$ cat src/hw/rtl/jcam_pkg.sv
// Package for the joint contact and arrival monitor.
// Holds payload structs, command kinds, register indexes and the debounce step.
// No dependencies.
package jcam_pkg;

    localparam int CNT_W = 6;
    localparam int TOL_W = 15;
    localparam int THR_W = 15;
    localparam int CFG_IDX_W = 2;
    localparam int CFG_DATA_W = 15;

    localparam logic [CNT_W-1:0] CUR_LIMIT_RESET = 6'd30;
    localparam logic [CNT_W-1:0] PID_LIMIT_RESET = 6'd10;
    localparam logic [TOL_W-1:0] TOL_RESET = 15'd16;
    localparam logic [THR_W-1:0] CUR_THR_RESET = 15'd30;
    localparam logic [THR_W-1:0] PID_THR_RESET = 15'd10;

    localparam logic [CFG_IDX_W-1:0] CFG_CUR_LIMIT = 2'd0;
    localparam logic [CFG_IDX_W-1:0] CFG_PID_LIMIT = 2'd1;
    localparam logic [CFG_IDX_W-1:0] CFG_POS_TOL = 2'd2;

    localparam logic REQ_SAMPLE = 1'b0;
    localparam logic REQ_THRESH = 1'b1;

    typedef struct packed {
        logic              req_type;
        logic [3:0]        joint_index;
        logic signed [15:0] motor_current;
        logic signed [15:0] pid_error;
        logic signed [15:0] position;
        logic signed [15:0] target_position;
        logic signed [15:0] velocity_command;
        logic [14:0]       new_current_threshold;
        logic [14:0]       new_pid_threshold;
    } t_in;

    typedef struct packed {
        logic [3:0] joint_echo;
        logic       current_contact;
        logic       pid_contact;
        logic       collision;
        logic       arrived;
        logic       stop_joint;
    } t_out;

    typedef enum logic [1:0] {
        KIND_SAMPLE,
        KIND_THRESH,
        KIND_SKIP
    } t_kind;

    // Classified item handed from the front to the back.
    typedef struct packed {
        t_kind              kind;
        logic [3:0]         joint;
        logic signed [15:0] current;
        logic [16:0]        pid_mag;
        logic               arrived;
        logic [THR_W-1:0]   cur_thr;
        logic [THR_W-1:0]   pid_thr;
    } t_cmd;

    typedef struct packed {
        logic [CNT_W-1:0] count;
        logic             flag;
    } t_deb;

    function automatic t_deb debounce_step(input logic above, input logic below,
                                           input logic [CNT_W-1:0] limit,
                                           input t_deb cur);
        t_deb nxt;
        nxt = cur;
        if (above && !cur.flag) begin
            if (cur.count >= limit) begin
                nxt.flag = 1'b1;
            end else begin
                nxt.count = cur.count + 1'b1;
            end
        end else if (below && cur.flag) begin
            if (cur.count == '0) begin
                nxt.flag = 1'b0;
            end else begin
                nxt.count = cur.count - 1'b1;
            end
        end
        return nxt;
    endfunction

endpackage

$ cat src/hw/rtl/joint_contact_and_arrival_monitor.sv
// Joint contact and arrival monitor, top level.
// An item is registered in the middle queue and again in the result queue before output.
// Throughput: one item per cycle while the result queue has room, set by the back end.
// Reset: all contact flags and debounce counts clear, thresholds return to 30 and 10,
// registers return to their defaults and both queues empty. Depends on jcam_pkg,
// jcam_front, jcam_queue and jcam_back.
module joint_contact_and_arrival_monitor #(
    parameter int JOINTS = 16
) (
    input  logic                              i_clk,
    input  logic                              i_rst_n,
    input  logic                              push,
    output logic                              full,
    input  jcam_pkg::t_in                     i_in,
    output logic                              empty,
    input  logic                              pop,
    output jcam_pkg::t_out                    o_out,
    input  logic                              i_cfg_valid,
    output logic                              o_cfg_ready,
    input  logic [jcam_pkg::CFG_IDX_W-1:0]    i_cfg_index,
    input  logic [jcam_pkg::CFG_DATA_W-1:0]   i_cfg_data
);
    import jcam_pkg::*;

    localparam int QDEPTH = 2;

    logic [CNT_W-1:0] r_cur_limit, r_pid_limit;
    logic [TOL_W-1:0] r_pos_tol;

    t_cmd  front_cmd, mid_cmd;
    logic  mid_empty, mid_take;
    t_out  back_res;
    logic  res_push, res_full;

    assign o_cfg_ready = 1'b1;

    always_ff @(posedge i_clk) begin
        if (!i_rst_n) begin
            r_cur_limit <= CUR_LIMIT_RESET;
            r_pid_limit <= PID_LIMIT_RESET;
            r_pos_tol   <= TOL_RESET;
        end else if (i_cfg_valid) begin
            unique case (i_cfg_index)
                CFG_CUR_LIMIT: r_cur_limit <= i_cfg_data[CNT_W-1:0];
                CFG_PID_LIMIT: r_pid_limit <= i_cfg_data[CNT_W-1:0];
                CFG_POS_TOL:   r_pos_tol   <= i_cfg_data[TOL_W-1:0];
                default: ;
            endcase
        end
    end

    jcam_front #(.JOINTS(JOINTS)) u_front (
        .i_in      (i_in),
        .i_pos_tol (r_pos_tol),
        .o_cmd     (front_cmd)
    );

    jcam_queue #(.T(t_cmd), .DEPTH(QDEPTH)) u_mid_q (
        .i_clk   (i_clk),
        .i_rst_n (i_rst_n),
        .i_push  (push),
        .i_data  (front_cmd),
        .o_full  (full),
        .i_pop   (mid_take),
        .o_data  (mid_cmd),
        .o_empty (mid_empty)
    );

    jcam_back #(.JOINTS(JOINTS)) u_back (
        .i_clk       (i_clk),
        .i_rst_n     (i_rst_n),
        .i_cmd       (mid_cmd),
        .i_cmd_valid (!mid_empty),
        .o_cmd_take  (mid_take),
        .i_cur_limit (r_cur_limit),
        .i_pid_limit (r_pid_limit),
        .o_res       (back_res),
        .o_res_push  (res_push),
        .i_res_full  (res_full)
    );

    jcam_queue #(.T(t_out), .DEPTH(QDEPTH)) u_res_q (
        .i_clk   (i_clk),
        .i_rst_n (i_rst_n),
        .i_push  (res_push),
        .i_data  (back_res),
        .o_full  (res_full),
        .i_pop   (pop),
        .o_data  (o_out),
        .o_empty (empty)
    );

endmodule

$ cat src/hw/rtl/jcam_queue.sv
// Small first-in first-out queue of registers for any payload type.
// Depends on nothing; the payload type comes in as a parameter.
module jcam_queue #(
    parameter type T = logic,
    parameter int DEPTH = 2
) (
    input  logic i_clk,
    input  logic i_rst_n,
    input  logic i_push,
    input  T     i_data,
    output logic o_full,
    input  logic i_pop,
    output T     o_data,
    output logic o_empty
);
    localparam int PW = (DEPTH > 1) ? $clog2(DEPTH) : 1;
    localparam int CW = $clog2(DEPTH + 1);

    T               r_mem [DEPTH];
    logic [PW-1:0]  r_wr_ptr, r_rd_ptr;
    logic [CW-1:0]  r_count;
    logic           do_push, do_pop;

    assign o_full  = (r_count == CW'(DEPTH));
    assign o_empty = (r_count == '0);
    assign do_push = i_push && !o_full;
    assign do_pop  = i_pop && !o_empty;
    assign o_data  = r_mem[r_rd_ptr];

    always_ff @(posedge i_clk) begin
        if (!i_rst_n) begin
            r_wr_ptr <= '0;
            r_rd_ptr <= '0;
            r_count  <= '0;
        end else begin
            if (do_push) begin
                r_wr_ptr <= (r_wr_ptr == PW'(DEPTH - 1)) ? '0 : r_wr_ptr + 1'b1;
            end
            if (do_pop) begin
                r_rd_ptr <= (r_rd_ptr == PW'(DEPTH - 1)) ? '0 : r_rd_ptr + 1'b1;
            end
            case ({do_push, do_pop})
                2'b10:   r_count <= r_count + 1'b1;
                2'b01:   r_count <= r_count - 1'b1;
                default: r_count <= r_count;
            endcase
        end
    end

    always_ff @(posedge i_clk) begin
        if (do_push) begin
            r_mem[r_wr_ptr] <= i_data;
        end
    end

endmodule

$ cat src/hw/rtl/jcam_front.sv
// Front end: classifies each input item and works out arrival and PID magnitude.
// Depends on jcam_pkg.
module jcam_front #(
    parameter int JOINTS = 16
) (
    input  jcam_pkg::t_in                      i_in,
    input  logic [jcam_pkg::TOL_W-1:0]         i_pos_tol,
    output jcam_pkg::t_cmd                     o_cmd
);
    import jcam_pkg::*;

    logic signed [16:0] err, tol, neg_tol;
    logic               in_tol, overshoot, in_range;

    always_comb begin
        err     = $signed({i_in.target_position[15], i_in.target_position})
                - $signed({i_in.position[15], i_in.position});
        tol     = $signed({2'b00, i_pos_tol});
        neg_tol = -tol;
        in_tol    = (err <= tol) && (err >= neg_tol);
        overshoot = ((err < 0) && (i_in.velocity_command > 0))
                 || ((err > 0) && (i_in.velocity_command < 0));
        in_range  = (32'(i_in.joint_index) < JOINTS);

        o_cmd.joint   = i_in.joint_index;
        o_cmd.current = i_in.motor_current;
        o_cmd.pid_mag = i_in.pid_error[15]
                      ? 17'(-$signed({1'b1, i_in.pid_error}))
                      : {1'b0, i_in.pid_error};
        o_cmd.arrived = in_tol || overshoot;
        o_cmd.cur_thr = i_in.new_current_threshold;
        o_cmd.pid_thr = i_in.new_pid_threshold;
        if (!in_range) begin
            o_cmd.kind = KIND_SKIP;
        end else if (i_in.req_type == REQ_THRESH) begin
            o_cmd.kind = KIND_THRESH;
        end else begin
            o_cmd.kind = KIND_SAMPLE;
        end
    end

endmodule

$ cat src/hw/rtl/jcam_back.sv
// Back end: per-joint debounce state and thresholds, one read-modify-write a cycle while the result side is not full.
// Depends on jcam_pkg.
module jcam_back #(
    parameter int JOINTS = 16
) (
    input  logic                         i_clk,
    input  logic                         i_rst_n,
    input  jcam_pkg::t_cmd               i_cmd,
    input  logic                         i_cmd_valid,
    output logic                         o_cmd_take,
    input  logic [jcam_pkg::CNT_W-1:0]   i_cur_limit,
    input  logic [jcam_pkg::CNT_W-1:0]   i_pid_limit,
    output jcam_pkg::t_out               o_res,
    output logic                         o_res_push,
    input  logic                         i_res_full
);
    import jcam_pkg::*;

    localparam int JW = (JOINTS > 1) ? $clog2(JOINTS) : 1;

    t_deb           r_cur_deb [JOINTS];
    t_deb           r_pid_deb [JOINTS];
    logic [THR_W-1:0] r_cur_thr [JOINTS];
    logic [THR_W-1:0] r_pid_thr [JOINTS];

    logic [JW-1:0]  idx;
    logic           go;
    logic           cur_above, cur_below, pid_above, pid_below;
    logic signed [16:0] cur_x, cur_thr_x;
    logic [16:0]    pid_thr_x;
    t_deb           cur_old, pid_old, n_cur_deb, n_pid_deb;

    assign idx        = JW'(i_cmd.joint);
    assign go         = i_cmd_valid && !i_res_full;
    assign o_cmd_take = go;
    assign o_res_push = go;

    always_comb begin
        cur_old   = r_cur_deb[idx];
        pid_old   = r_pid_deb[idx];
        cur_x     = $signed({i_cmd.current[15], i_cmd.current});
        cur_thr_x = $signed({2'b00, r_cur_thr[idx]});
        pid_thr_x = {2'b00, r_pid_thr[idx]};
        cur_above = cur_x > cur_thr_x;
        cur_below = cur_x < cur_thr_x;
        pid_above = i_cmd.pid_mag > pid_thr_x;
        pid_below = i_cmd.pid_mag < pid_thr_x;
        n_cur_deb = debounce_step(cur_above, cur_below, i_cur_limit, cur_old);
        n_pid_deb = debounce_step(pid_above, pid_below, i_pid_limit, pid_old);

        o_res.joint_echo = i_cmd.joint;
        case (i_cmd.kind)
            KIND_SAMPLE: begin
                o_res.current_contact = n_cur_deb.flag;
                o_res.pid_contact     = n_pid_deb.flag;
                o_res.arrived         = i_cmd.arrived;
            end
            KIND_THRESH: begin
                o_res.current_contact = cur_old.flag;
                o_res.pid_contact     = pid_old.flag;
                o_res.arrived         = 1'b0;
            end
            default: begin
                o_res.current_contact = 1'b0;
                o_res.pid_contact     = 1'b0;
                o_res.arrived         = 1'b0;
            end
        endcase
        o_res.collision  = o_res.current_contact | o_res.pid_contact;
        o_res.stop_joint = o_res.collision | o_res.arrived;
    end

    always_ff @(posedge i_clk) begin
        if (!i_rst_n) begin
            for (int j = 0; j < JOINTS; j++) begin
                r_cur_deb[j] <= '0;
                r_pid_deb[j] <= '0;
                r_cur_thr[j] <= CUR_THR_RESET;
                r_pid_thr[j] <= PID_THR_RESET;
            end
        end else if (go) begin
            case (i_cmd.kind)
                KIND_SAMPLE: begin
                    r_cur_deb[idx] <= n_cur_deb;
                    r_pid_deb[idx] <= n_pid_deb;
                end
                KIND_THRESH: begin
                    r_cur_thr[idx] <= i_cmd.cur_thr;
                    r_pid_thr[idx] <= i_cmd.pid_thr;
                end
                default: ;
            endcase
        end
    end

endmodule

$ cat config.mk
export PLATFORM = sky130hd
export DESIGN_NAME = joint_contact_and_arrival_monitor
export DESIGN_NICKNAME = d
export VERILOG_FILES = /design/src/hw/rtl/jcam_pkg.sv /design/src/hw/rtl/joint_contact_and_arrival_monitor.sv /design/src/hw/rtl/jcam_queue.sv /design/src/hw/rtl/jcam_front.sv /design/src/hw/rtl/jcam_back.sv
export SDC_FILE = /design/constraint.sdc
export NUM_CORES = 1
export LEC_CHECK = 0
export ABC_AREA = 0
export BUFFER_PORTS_ARGS = -buffer_cell sky130_fd_sc_hd__buf_2
export CAP_MARGIN = 10
export CORE_ASPECT_RATIO = 0.9
export CORE_MARGIN = 2
export CORE_UTILIZATION = 50
export DETAILED_ROUTE_END_ITERATION = 16
export GPL_TIMING_DRIVEN = 0
export HOLD_SLACK_MARGIN = 0.02
export PLACE_DENSITY = 0.77
export SETUP_SLACK_MARGIN = 0.3
export SYNTH_ARGS = -nofsm -noshare
export SYNTH_HDL_FRONTEND = slang
export SYNTH_SLANG_ARGS = --single-unit
$ cat constraint.sdc
create_clock -name i_clk -period 5.9 [get_ports i_clk]
set_input_delay 0.59 -clock i_clk [delete_from_list [all_inputs] [get_ports i_clk]]
set_output_delay 0.59 -clock i_clk [all_outputs]
set_load 0.005 [all_outputs]
=== Word-level counts from Yosys, hierarchy flattened ===
Memories as Yosys holds them, arrays and structs flattened. A register that Yosys moved wholly into a read port is not among the register bits.
Index checks and enable logic that the tools add are counted.

* Logic and storage cells: 139
* Bits of input ports: 137
* Memories kept: 6
* Bits in writable memories: 860
* Bits in registers: 35

{| class="wikitable"
|+ Memories
! memory !! words !! width !! read ports !! clocked after Yosys merged registers in !! wr ports !! RTL line !! text
|-
| u_back.r_cur_thr || 16 || 15 || 1 || 0 || 16 || jcam_back.sv:23 || <nowiki>logic [THR_W-1:0] r_cur_thr [JOINTS];</nowiki>
|-
| u_back.r_pid_thr || 16 || 15 || 1 || 0 || 16 || jcam_back.sv:24 || <nowiki>logic [THR_W-1:0] r_pid_thr [JOINTS];</nowiki>
|-
| u_mid_q.r_mem || 2 || 69 || 1 || 1 || 1 || jcam_queue.sv:19 || <nowiki>T r_mem [DEPTH];</nowiki>
|-
| u_back.r_cur_deb || 16 || 7 || 1 || 0 || 16 || jcam_back.sv:21 || <nowiki>t_deb r_cur_deb [JOINTS];</nowiki>
|-
| u_back.r_pid_deb || 16 || 7 || 1 || 0 || 16 || jcam_back.sv:22 || <nowiki>t_deb r_pid_deb [JOINTS];</nowiki>
|-
| u_res_q.r_mem || 2 || 9 || 1 || 1 || 1 || jcam_queue.sv:19 ||
|}

* Reduce and logical (&&, ||, !) cells: 35
* $add $sub $neg: 15
* Multiplexer cells: 51
* Magnitude comparators: 12
* Bitwise logic cells: 2
* Equality and inequality tests: 9

{| class="wikitable"
|+ Operator list
! kind !! count
|-
| 7-bit 2-to-1 mux || 6
|-
| 1-bit 2-to-1 mux || 31
|-
| 15-bit 2-to-1 mux || 2
|-
| 15-bit OR reduction || 2
|-
| 6-bit 2-to-1 mux || 4
|-
| 17-bit greater-or-equal comparator || 1
|-
| 17-bit by 1-bit greater-than comparator with 1-bit output (second input constant) || 1
|-
| 17-bit by 15-bit greater-than comparator with 1-bit output || 1
|-
| 17-bit by 16-bit <= comparator with 1-bit output || 1
|-
| 17-bit by 1-bit less-than comparator with 1-bit output (second input constant) || 1
|-
| 17-bit by 15-bit less-than comparator with 1-bit output || 1
|-
| 17-bit 2-to-1 mux || 1
|-
| 15-bit negator with 17-bit output || 1
|-
| 17-bit negator || 1
|-
| 16-bit by 16-bit subtractor with 17-bit output || 1
|-
| 16-bit by 1-bit greater-than comparator with 1-bit output (second input constant) || 1
|-
| 16-bit greater-than comparator || 1
|-
| 16-bit by 1-bit less-than comparator with 1-bit output (second input constant) || 1
|-
| 16-bit less-than comparator || 1
|-
| 4-bit 2-to-1 mux || 4
|-
| 7-bit OR reduction || 2
|-
| 6-bit by 1-bit adder with 6-bit output (second input constant) || 2
|-
| 6-bit greater-or-equal comparator || 2
|-
| 1-bit logical AND || 12
|-
| 14 further kinds || 43
|}

=== Depth between registers and ports, before layout ===
Gate-level depths: netlist (run 1).

* Word-level depth: 8
* Mapped depth: 24

=== By module ===
From an unflattened synthesis (run 1), not the netlist that was laid out.

* Cells, all modules: 3028
* Area total of the unflattened synthesis: 43710.7 um2

{| class="wikitable"
|+ By module, submodules not included
! module !! area each (um2) !! cells each !! times used
|-
| jcam_back || 33649.8 || 2229 || 1
|-
| jcam_queue at u_mid_q || 5267.6 || 244 || 1
|-
| jcam_front || 2778.9 || 384 || 1
|-
| joint_contact_and_arrival_monitor || 1131.1 || 117 || 1
|-
| jcam_queue at u_res_q || 883.3 || 54 || 1
|}

=== Worst setup path after synthesis (run 1) ===
No wires, ideal clock.

* Path kind: reg2reg
* Start: register (tool-made name)
* End: memory u_back.r_pid_deb[10][5] in the netlist's numbering, data pin
* Period minus slack after synthesis: 5385 ps
* Cell stages (with the launch flop): 23
* Arrival time: 5118 ps
* Path slack: 515 ps
* Buffers on the path: 7
* Path through: dfxtp_1 -> buf_6 -> mux2_4 -> buf_8 -> buf_12 -> buf_6 -> clkbuf_1 -> buf_1 -> mux4_2 -> nand2_1 -> nand2_1 -> o21ai_0 -> ha_1 -> a21o_1 -> a21o_1 -> a21o_1 -> a21oi_1 -> o211ai_1 -> or4b_1 -> and2_1 -> a22oi_2 -> buf_4 -> nor2_1

{| class="wikitable"
|+ RTL lines
! item !! RTL line
|-
| end, declared || jcam_back.sv:22
|}

==> impl_metrics.env, run 1 <==
export IMPL_area_growth_pct=14.1
export IMPL_wl_per_cell_um=23.5
export IMPL_cp_max_fo=10
export IMPL_coreArea_um2=82600
export IMPL_setup_ws_ns=0.423
export IMPL_cp_cell_sequence="buf_6 -> buf_6 -> buf_4 -> buf_4 -> a21oi_4 -> clkinv_1 -> clkbuf_1 -> nand2_1 -> nand3_1 -> o21ai_4 -> ha_1 -> a21oi_1 -> nor2b_1 -> o31a_1 -> o21ai_0 -> o211ai_1 -> buf_12 -> or4b_1 -> and2_1 -> a22oi_2 -> buf_4 -> buf_4 -> nor2_1"
export IMPL_nets=3739
export IMPL_netlist_area_leader_share_pct=62.0
export IMPL_synth_edf_count=860
export IMPL_r2r_slack_ns=0.42
export IMPL_tightestPinTransition_ns=1.33
export IMPL_slew_headroom_pct=11.4
export IMPL_insertion_delay_ns=0.68
export IMPL_fin_crit_ns=5.48
export IMPL_seq_area_frac_synth_pct=63.7
export IMPL_hp_class="primary input to flop"
export IMPL_dr_first_iter_drc_count=4007
export IMPL_place_congestion=0.914
export IMPL_final_max_slew_viol_count=0
export IMPL_worstHoldStart="i_in[24]"
export IMPL_synth_ff_type="edfxtp_1"
export IMPL_rsz0062_at_grt="no"
export IMPL_synthArstFlopShare_pct=0
export IMPL_critPathRequiredTime_ns=6.28
export IMPL_setup_tns_ns=0
export IMPL_hold_violations=0
export IMPL_slowest_stage="or4b_1"
export IMPL_ctsHoldBuffers=0
export IMPL_syn_inst=3234
export IMPL_ir_drop_mv=0.276
export IMPL_initial_utilization_pct=50.5
export IMPL_ys_seq_elements=897
export IMPL_wirelength_um=109000
export IMPL_grt_pass1_vias=27200
export IMPL_synth_area_leaders="edfxtp_1, mux4_2, nor2_1"
export IMPL_vias=28200
export IMPL_hpwl_um=77200
export IMPL_grt_max_degree=38
export IMPL_io_buffer_count=146
export IMPL_antenna_found_initial=7
export IMPL_syn_area_um2=41700
export IMPL_period_share_pct=92.8
export IMPL_cp_common_cell="buf_4"
export IMPL_drive_gt1_share_pct=18.0
export IMPL_yosys_warnings=0
export IMPL_dpl_cell_area_um2=44100
export IMPL_dr_pass1_iters=6
export IMPL_ant_nets=0
export IMPL_timing_rr_end="u_back.r_pid_deb[15][5]$_SDFFCE_PN0P_"
export IMPL_clk_path_buf_depth=3
export IMPL_rr_worst_depth=23
export IMPL_cp_endpoint="u_back.r_pid_deb[15][5]$_SDFFCE_PN0P_"
export IMPL_endpoint_kind="flop"
export IMPL_final_area_um2=47600
export IMPL_cp_num_buf_inv=9
export IMPL_postSynthAreaPerCell_um2=12.9
export IMPL_grtUsageTotal_pct=25.2
export IMPL_remaining_drc_errors=0
export IMPL_max_stage_delay_ns=0.53
export IMPL_cts_tree="yes"
export IMPL_synth_top_area_cell="edfxtp_1"
export IMPL_numCtsBuffers=91
export IMPL_grt_overflow_total=0
export IMPL_routed_via_density=6.06
export IMPL_p_per_area_nw_per_um2=409
export IMPL_critPathTopFamily="buffers and inverters"
export IMPL_synth_distinct_cells=104
export IMPL_die_height_um=278
export IMPL_cts_root_buf="clkbuf_16"
export IMPL_std_cell_rows=100
export IMPL_htreeDepth=3
export IMPL_dp_cells=4464
export IMPL_leakagePower_uw=0.0167
export IMPL_path_depth=23
export IMPL_grt_pass1_wl_um=163000
export IMPL_dieArea_um2=85700
export IMPL_final_cells=4653
export IMPL_max_clock_freq_ghz=0.183
export IMPL_worstPathArrival_ns=5.86
export IMPL_setup_viol=0
export IMPL_finClkSkew_ns=0.0313
export IMPL_nFillCells=6249
export IMPL_clk_pin_slew_ns=0.06
export IMPL_status="completed"
export IMPL_pre_cts_ws_ns=-2.08
export IMPL_clock_sink_count=897
export IMPL_maxCapViolations=0
export IMPL_start_kind="flop"
export IMPL_io_pins=149
export IMPL_die_width_um=308
export IMPL_worstSetupPathType="flop to flop"
## repair_timing
item                       CTS  global route
gates resized for setup    124            63
pin swaps                    6             2
buffers inserted             9            12
setup endpoints to repair  232           178
## per-stage QoR
stage          util, %  hold WS [ns]  total power, µW
6_report          57.6         0.103            19500
5_1_grt           57.6        0.0916            20100
4_1_cts           57.3        0.0771            19200
3_5_place_dp      53.4         0.492            13300
3_3_place_gp      53.0         0.483            13200
2_1_floorplan        -         0.451            11400
## cell type report
cell class              instances  area (µm²)  area share [%]
plain buffers                 213        1130            2.37
inverters                      80         305           0.642
repair buffers                179        1210            2.54
diodes                          2        5.00          0.0105
flip-flops and latches        897       26600            55.9
clock inverters                57         498            1.05
well taps                    1071        1340            2.82
clock buffers                 110        2390            5.03
multi-input cells            2044       14100            29.7
## layout by cell type (no fill, tap or decap), types with 16 or more instances in the layout
cell | synthesis | final
mux2i_1 | 40 | 39
nand3_1 | 49 | 49
buf_4 | 5 | 33
inv_1 | 77 | 77
nor2_1 | 655 | 653
ha_1 | 95 | 95
o21ai_0 | 179 | 169
clkbuf_1 | 166 | 157
a21oi_1 | 29 | 28
xnor2_1 | 32 | 31
mux4_2 | 144 | 144
a21boi_0 | 19 | 19
clkinv_2 | 0 | 20
nor3_1 | 23 | 21
mux2_2 | 40 | 39
clkbuf_16 | 0 | 92
nand2_1 | 396 | 386
buf_2 | 18 | 156
nand4_1 | 20 | 20
clkbuf_2 | 1 | 16
edfxtp_1 | 860 | 860
clkinv_1 | 1 | 18
dfxtp_1 | 37 | 37
nor2b_1 | 22 | 21
## how the worst min path moves through the flow
stage               cells past startpoint                             end  slack (ns)
floorplan                               2      r_pos_tol[14]$_SDFFE_PN0P_        0.45
global placement                        2       r_pos_tol[5]$_SDFFE_PN0P_        0.48
detailed placement                      2       r_pos_tol[5]$_SDFFE_PN0P_        0.49
CTS                                     1  u_mid_q.r_mem[0][24]$_DFFE_PP_        0.08
global route                            1  u_mid_q.r_mem[0][24]$_DFFE_PP_        0.09
finish                                  1  u_mid_q.r_mem[0][24]$_DFFE_PP_        0.10
## cell families (layout without fill, tap and decap cells)
logic type | Yosys count | in the layout | share of synthesized area (%)
adders and majority gates | 96 | 96 | 2.90
AOI/OAI and AO/OA | 389 | 389 | 6.27
xor gates and xnor gates | 38 | 38 | 0.850
DFF | 897 | 897 | 63.7
and+or+nand+nor | 1288 | 1288 | 13.2
muxes | 230 | 230 | 10.1
buffers and inverters | 294 | 639 | 2.89
other | 2 | 5 | 0.0180
## synth_stat cells (all sizes together), types with 5 or more instances
library cell / number
o31ai: 14
and3b: 6
nand2b: 11
a221o: 6
and2: 16
o21a: 15
a21o: 11
edfxtp: 860
nor3: 25
nor2: 666
inv: 79
nor2b: 22
a21oi: 31
mux4: 146
nand4: 21
mux2i: 43
xnor2: 33
o211ai: 9
ha: 95
mux2: 41
dfxtp: 37
or3: 15
or4: 5
a22oi: 7
and4b: 7
buf: 47
clkbuf: 167
a211oi: 9
o21ai: 180
a41o: 13
o22ai: 7
nand3: 52
and3: 8
nor3b: 8
a41oi: 14
a31oi: 8
a21boi: 19
a211o: 6
nor4: 14
nand2: 397
## routing by layer
layer | up-vias | track usage (%) | wire length (µm)
met1 | 13800 | 35.0 | 41900
met4 | 4 | 9.73 | 4090
met5 | - | 0 | 22
met3 | 223 | 6.01 | 13500
li1 | 12400 | - | -
met2 | 1755 | 38.7 | 49900
## report_power, final
group / total, µW / internal [µW] / switching, µW
Combinational: 6220 / 2190 / 4030
Sequential: 7600 / 7470 / 128
Clock: 5650 / 3140 / 2510
## flip-flops by register name (all words and copies together), names as in the netlist, named ones only
name	cells
u_mid_q.r_mem	138
u_res_q.r_wr_ptr	1
u_back.r_cur_deb	112
u_mid_q.r_count	2
u_res_q.r_mem	18
u_back.r_pid_thr	240
u_mid_q.r_rd_ptr	1
r_pos_tol	15
u_res_q.r_rd_ptr	1
u_res_q.r_count	2
u_back.r_pid_deb	112
u_back.r_cur_thr	240
u_mid_q.r_wr_ptr	1
r_pid_limit	6
r_cur_limit	6
Note: power is estimated with default switching activity, not from simulation.
==> inputs of run 2 (changes only) <==
REMOVE_ABC_BUFFERS = 1   (was default)
==> run 2 against run 1 <==
  * Power is 1.7% higher
  * Sequential cell count is the same
  * Final cell count shrank 3.1%
  * Non-clock buffer count down 145
  * Design area increased by 0.90%
  * Sequential share of layout area is 0.49 points lower
  * Core utilization up 0.52 points
  * Routed wire length increased by 4.7%
  * Critical path depth fell by 6
  * Sequential power is 0.7% higher
  * Via count rose by 0.72%
  * Register-to-register slack got worse by 0.05 ns
  * Critical endpoint is now u_back.r_pid_deb[15][0]$_SDFFCE_PN0P_
==> impl_metrics.env, run 2 (synthesis gave the netlist of run 1 again) <==
export IMPL_dr_pass1_iters=8
export IMPL_hpwl_um=71000
export IMPL_tightestPinTransition_ns=1.16
export IMPL_coreArea_um2=82600
export IMPL_setup_ws_ns=0.376
export IMPL_place_congestion=0.886
export IMPL_clk_pin_slew_ns=0.07
export IMPL_initial_utilization_pct=50.5
export IMPL_p_per_area_nw_per_um2=413
export IMPL_dr_first_iter_drc_count=4222
export IMPL_rr_worst_depth=17
export IMPL_power_uw=19800
export IMPL_vias=28400
export IMPL_maxCapViolations=0
export IMPL_grt_max_degree=117
export IMPL_critPathRequiredTime_ns=6.26
export IMPL_io_buffer_count=147
export IMPL_worstPathArrival_ns=5.89
export IMPL_start_kind="flop"
export IMPL_worstSetupPathType="flop to flop"
export IMPL_cts_tree="yes"
export IMPL_die_height_um=278
export IMPL_final_common_cell="edfxtp_1"
export IMPL_combPwrFrac_pct=31.4
export IMPL_wirelength_um=115000
export IMPL_clkPwrFrac_pct=30.0
export IMPL_antenna_found_initial=14
export IMPL_ctsHoldBuffers=0
export IMPL_switchingPower_uw=6580
export IMPL_grt_overflow_total=0
export IMPL_slew_headroom_pct=22.5
export IMPL_reg_top3="u_back.r_cur_thr x240, u_back.r_pid_thr x240, u_mid_q.r_mem x138"
export IMPL_io_pins=149
export IMPL_final_max_slew_viol_count=0
export IMPL_ir_drop_mv=0.300
export IMPL_std_cell_rows=100
export IMPL_ant_nets=0
export IMPL_clk_path_buf_depth=3
export IMPL_remaining_drc_errors=0
export IMPL_grt_pass1_vias=28200
export IMPL_dieArea_um2=85700
export IMPL_area_growth_pct=15.1
export IMPL_dpl_cell_area_um2=44400
export IMPL_cp_max_fo=58
export IMPL_insertion_delay_ns=0.68
export IMPL_clock_sink_count=897
export IMPL_die_width_um=308
export IMPL_grtUsageTotal_pct=26.4
export IMPL_cts_root_buf="clkbuf_16"
export IMPL_seq_power_share_pct=38.6
export IMPL_period_share_pct=93.6
export IMPL_drive_gt1_share_pct=19.3
export IMPL_hold_violations=0
export IMPL_pre_cts_ws_ns=-0.891
export IMPL_grt_pass1_wl_um=169000
export IMPL_nets=3593
export IMPL_routed_via_density=6.30
export IMPL_leakagePower_uw=0.0169
export IMPL_status="completed"
export IMPL_endpoint_kind="flop"
export IMPL_fin_crit_ns=5.52
export IMPL_internal_power_uw=13200
export IMPL_hp_class="primary input to flop"
export IMPL_mostFrequentLayoutCells="edfxtp_1, nor2_1, nand2_1, o21ai_0, buf_2"
export IMPL_numCtsBuffers=89
export IMPL_wl_per_cell_um=25.4
export IMPL_final_area_um2=48000
export IMPL_max_clock_freq_ghz=0.181
export IMPL_setup_viol=0
export IMPL_worstHoldPathCells=1
export IMPL_htreeDepth=3
export IMPL_final_util_pct=58.1
export IMPL_rsz0062_at_grt="no"
export IMPL_switching_share_pct=33.3
export IMPL_finClkSkew_ns=0.0549
[run 2: layout make-up]
type | count | area (µm²)
multi-input cells | 2045 | 14200
inverters | 80 | 310
well taps | 1071 | 1340
fillers | 6122 | 34600
diodes | 5 | 12.5
repair buffers | 247 | 2520
clock inverters | 53 | 653
flip-flops and latches | 897 | 26600
clock buffers | 111 | 2400
[run 2: power by group through the flow]
stage	Sequential [µW]	Clock (µW)	Combinational [µW]
after floorplan	7750	0	3460
after global placement	7830	0	5130
after detailed placement	7780	0	5470
after CTS	7640	5960	5930
after global routing	7680	6200	6540
final	7650	5940	6210
[run 2: critical path: stages, from the launching register on]
cell and delay [ns]:
dfxtp_4 0.56, mux2i_4 0.48, inv_8 0.22, buf_16 0.29, mux4_2 0.38, nand2_1 0.12, and4b_1 0.47, ha_1 0.30
nand2b_1 0.14, a21o_1 0.17, a21o_1 0.17, a21o_1 0.17, a211oi_1 0.48, or2_1 0.29, nor2_1 0.10, nor2_1 0.46
buf_4 0.33, nor2_1 0.07
[run 2: timing repair]
item                       in CTS  in global routing
cloned                          3                  1
setup buffers                  12                  4
resized for setup              10                 12
setup endpoints to repair     230                188
pin swaps                       5                  2
[run 2: final timing paths]
kind | start | end | slack [ns]
worst max-delay path | flop | u_back.r_pid_deb[15][0]$_SDFFCE_PN0P_ | 0.38
worst min-delay path | i_in[10] | u_mid_q.r_mem[1][10]$_DFFE_PP_ | 0.11
worst max register to register | flop | u_back.r_pid_deb[15][0]$_SDFFCE_PN0P_ | 0.38
worst min register to register | r_pos_tol[5]$_SDFFE_PN0P_ | r_pos_tol[5]$_SDFFE_PN0P_ | 0.50
[run 2: layer usage]
layer	share of wire [%]	global-route usage, %
met5	0.086	0
met4	5.2	12.4
met3	12	5.91
met2	47	42.5
met1	36	34.3
[run 2: metrics by stage]
stage	hold WS, ns	std cells	TNS (ns)
finish	0.107	4509	0
floorplan	0.451	3021	-1420.23
CTS	0.0751	4491	0
detailed placement	0.491	4312	-114.73
global placement	0.482	4239	-7775.80
global route	0.0857	4507	0
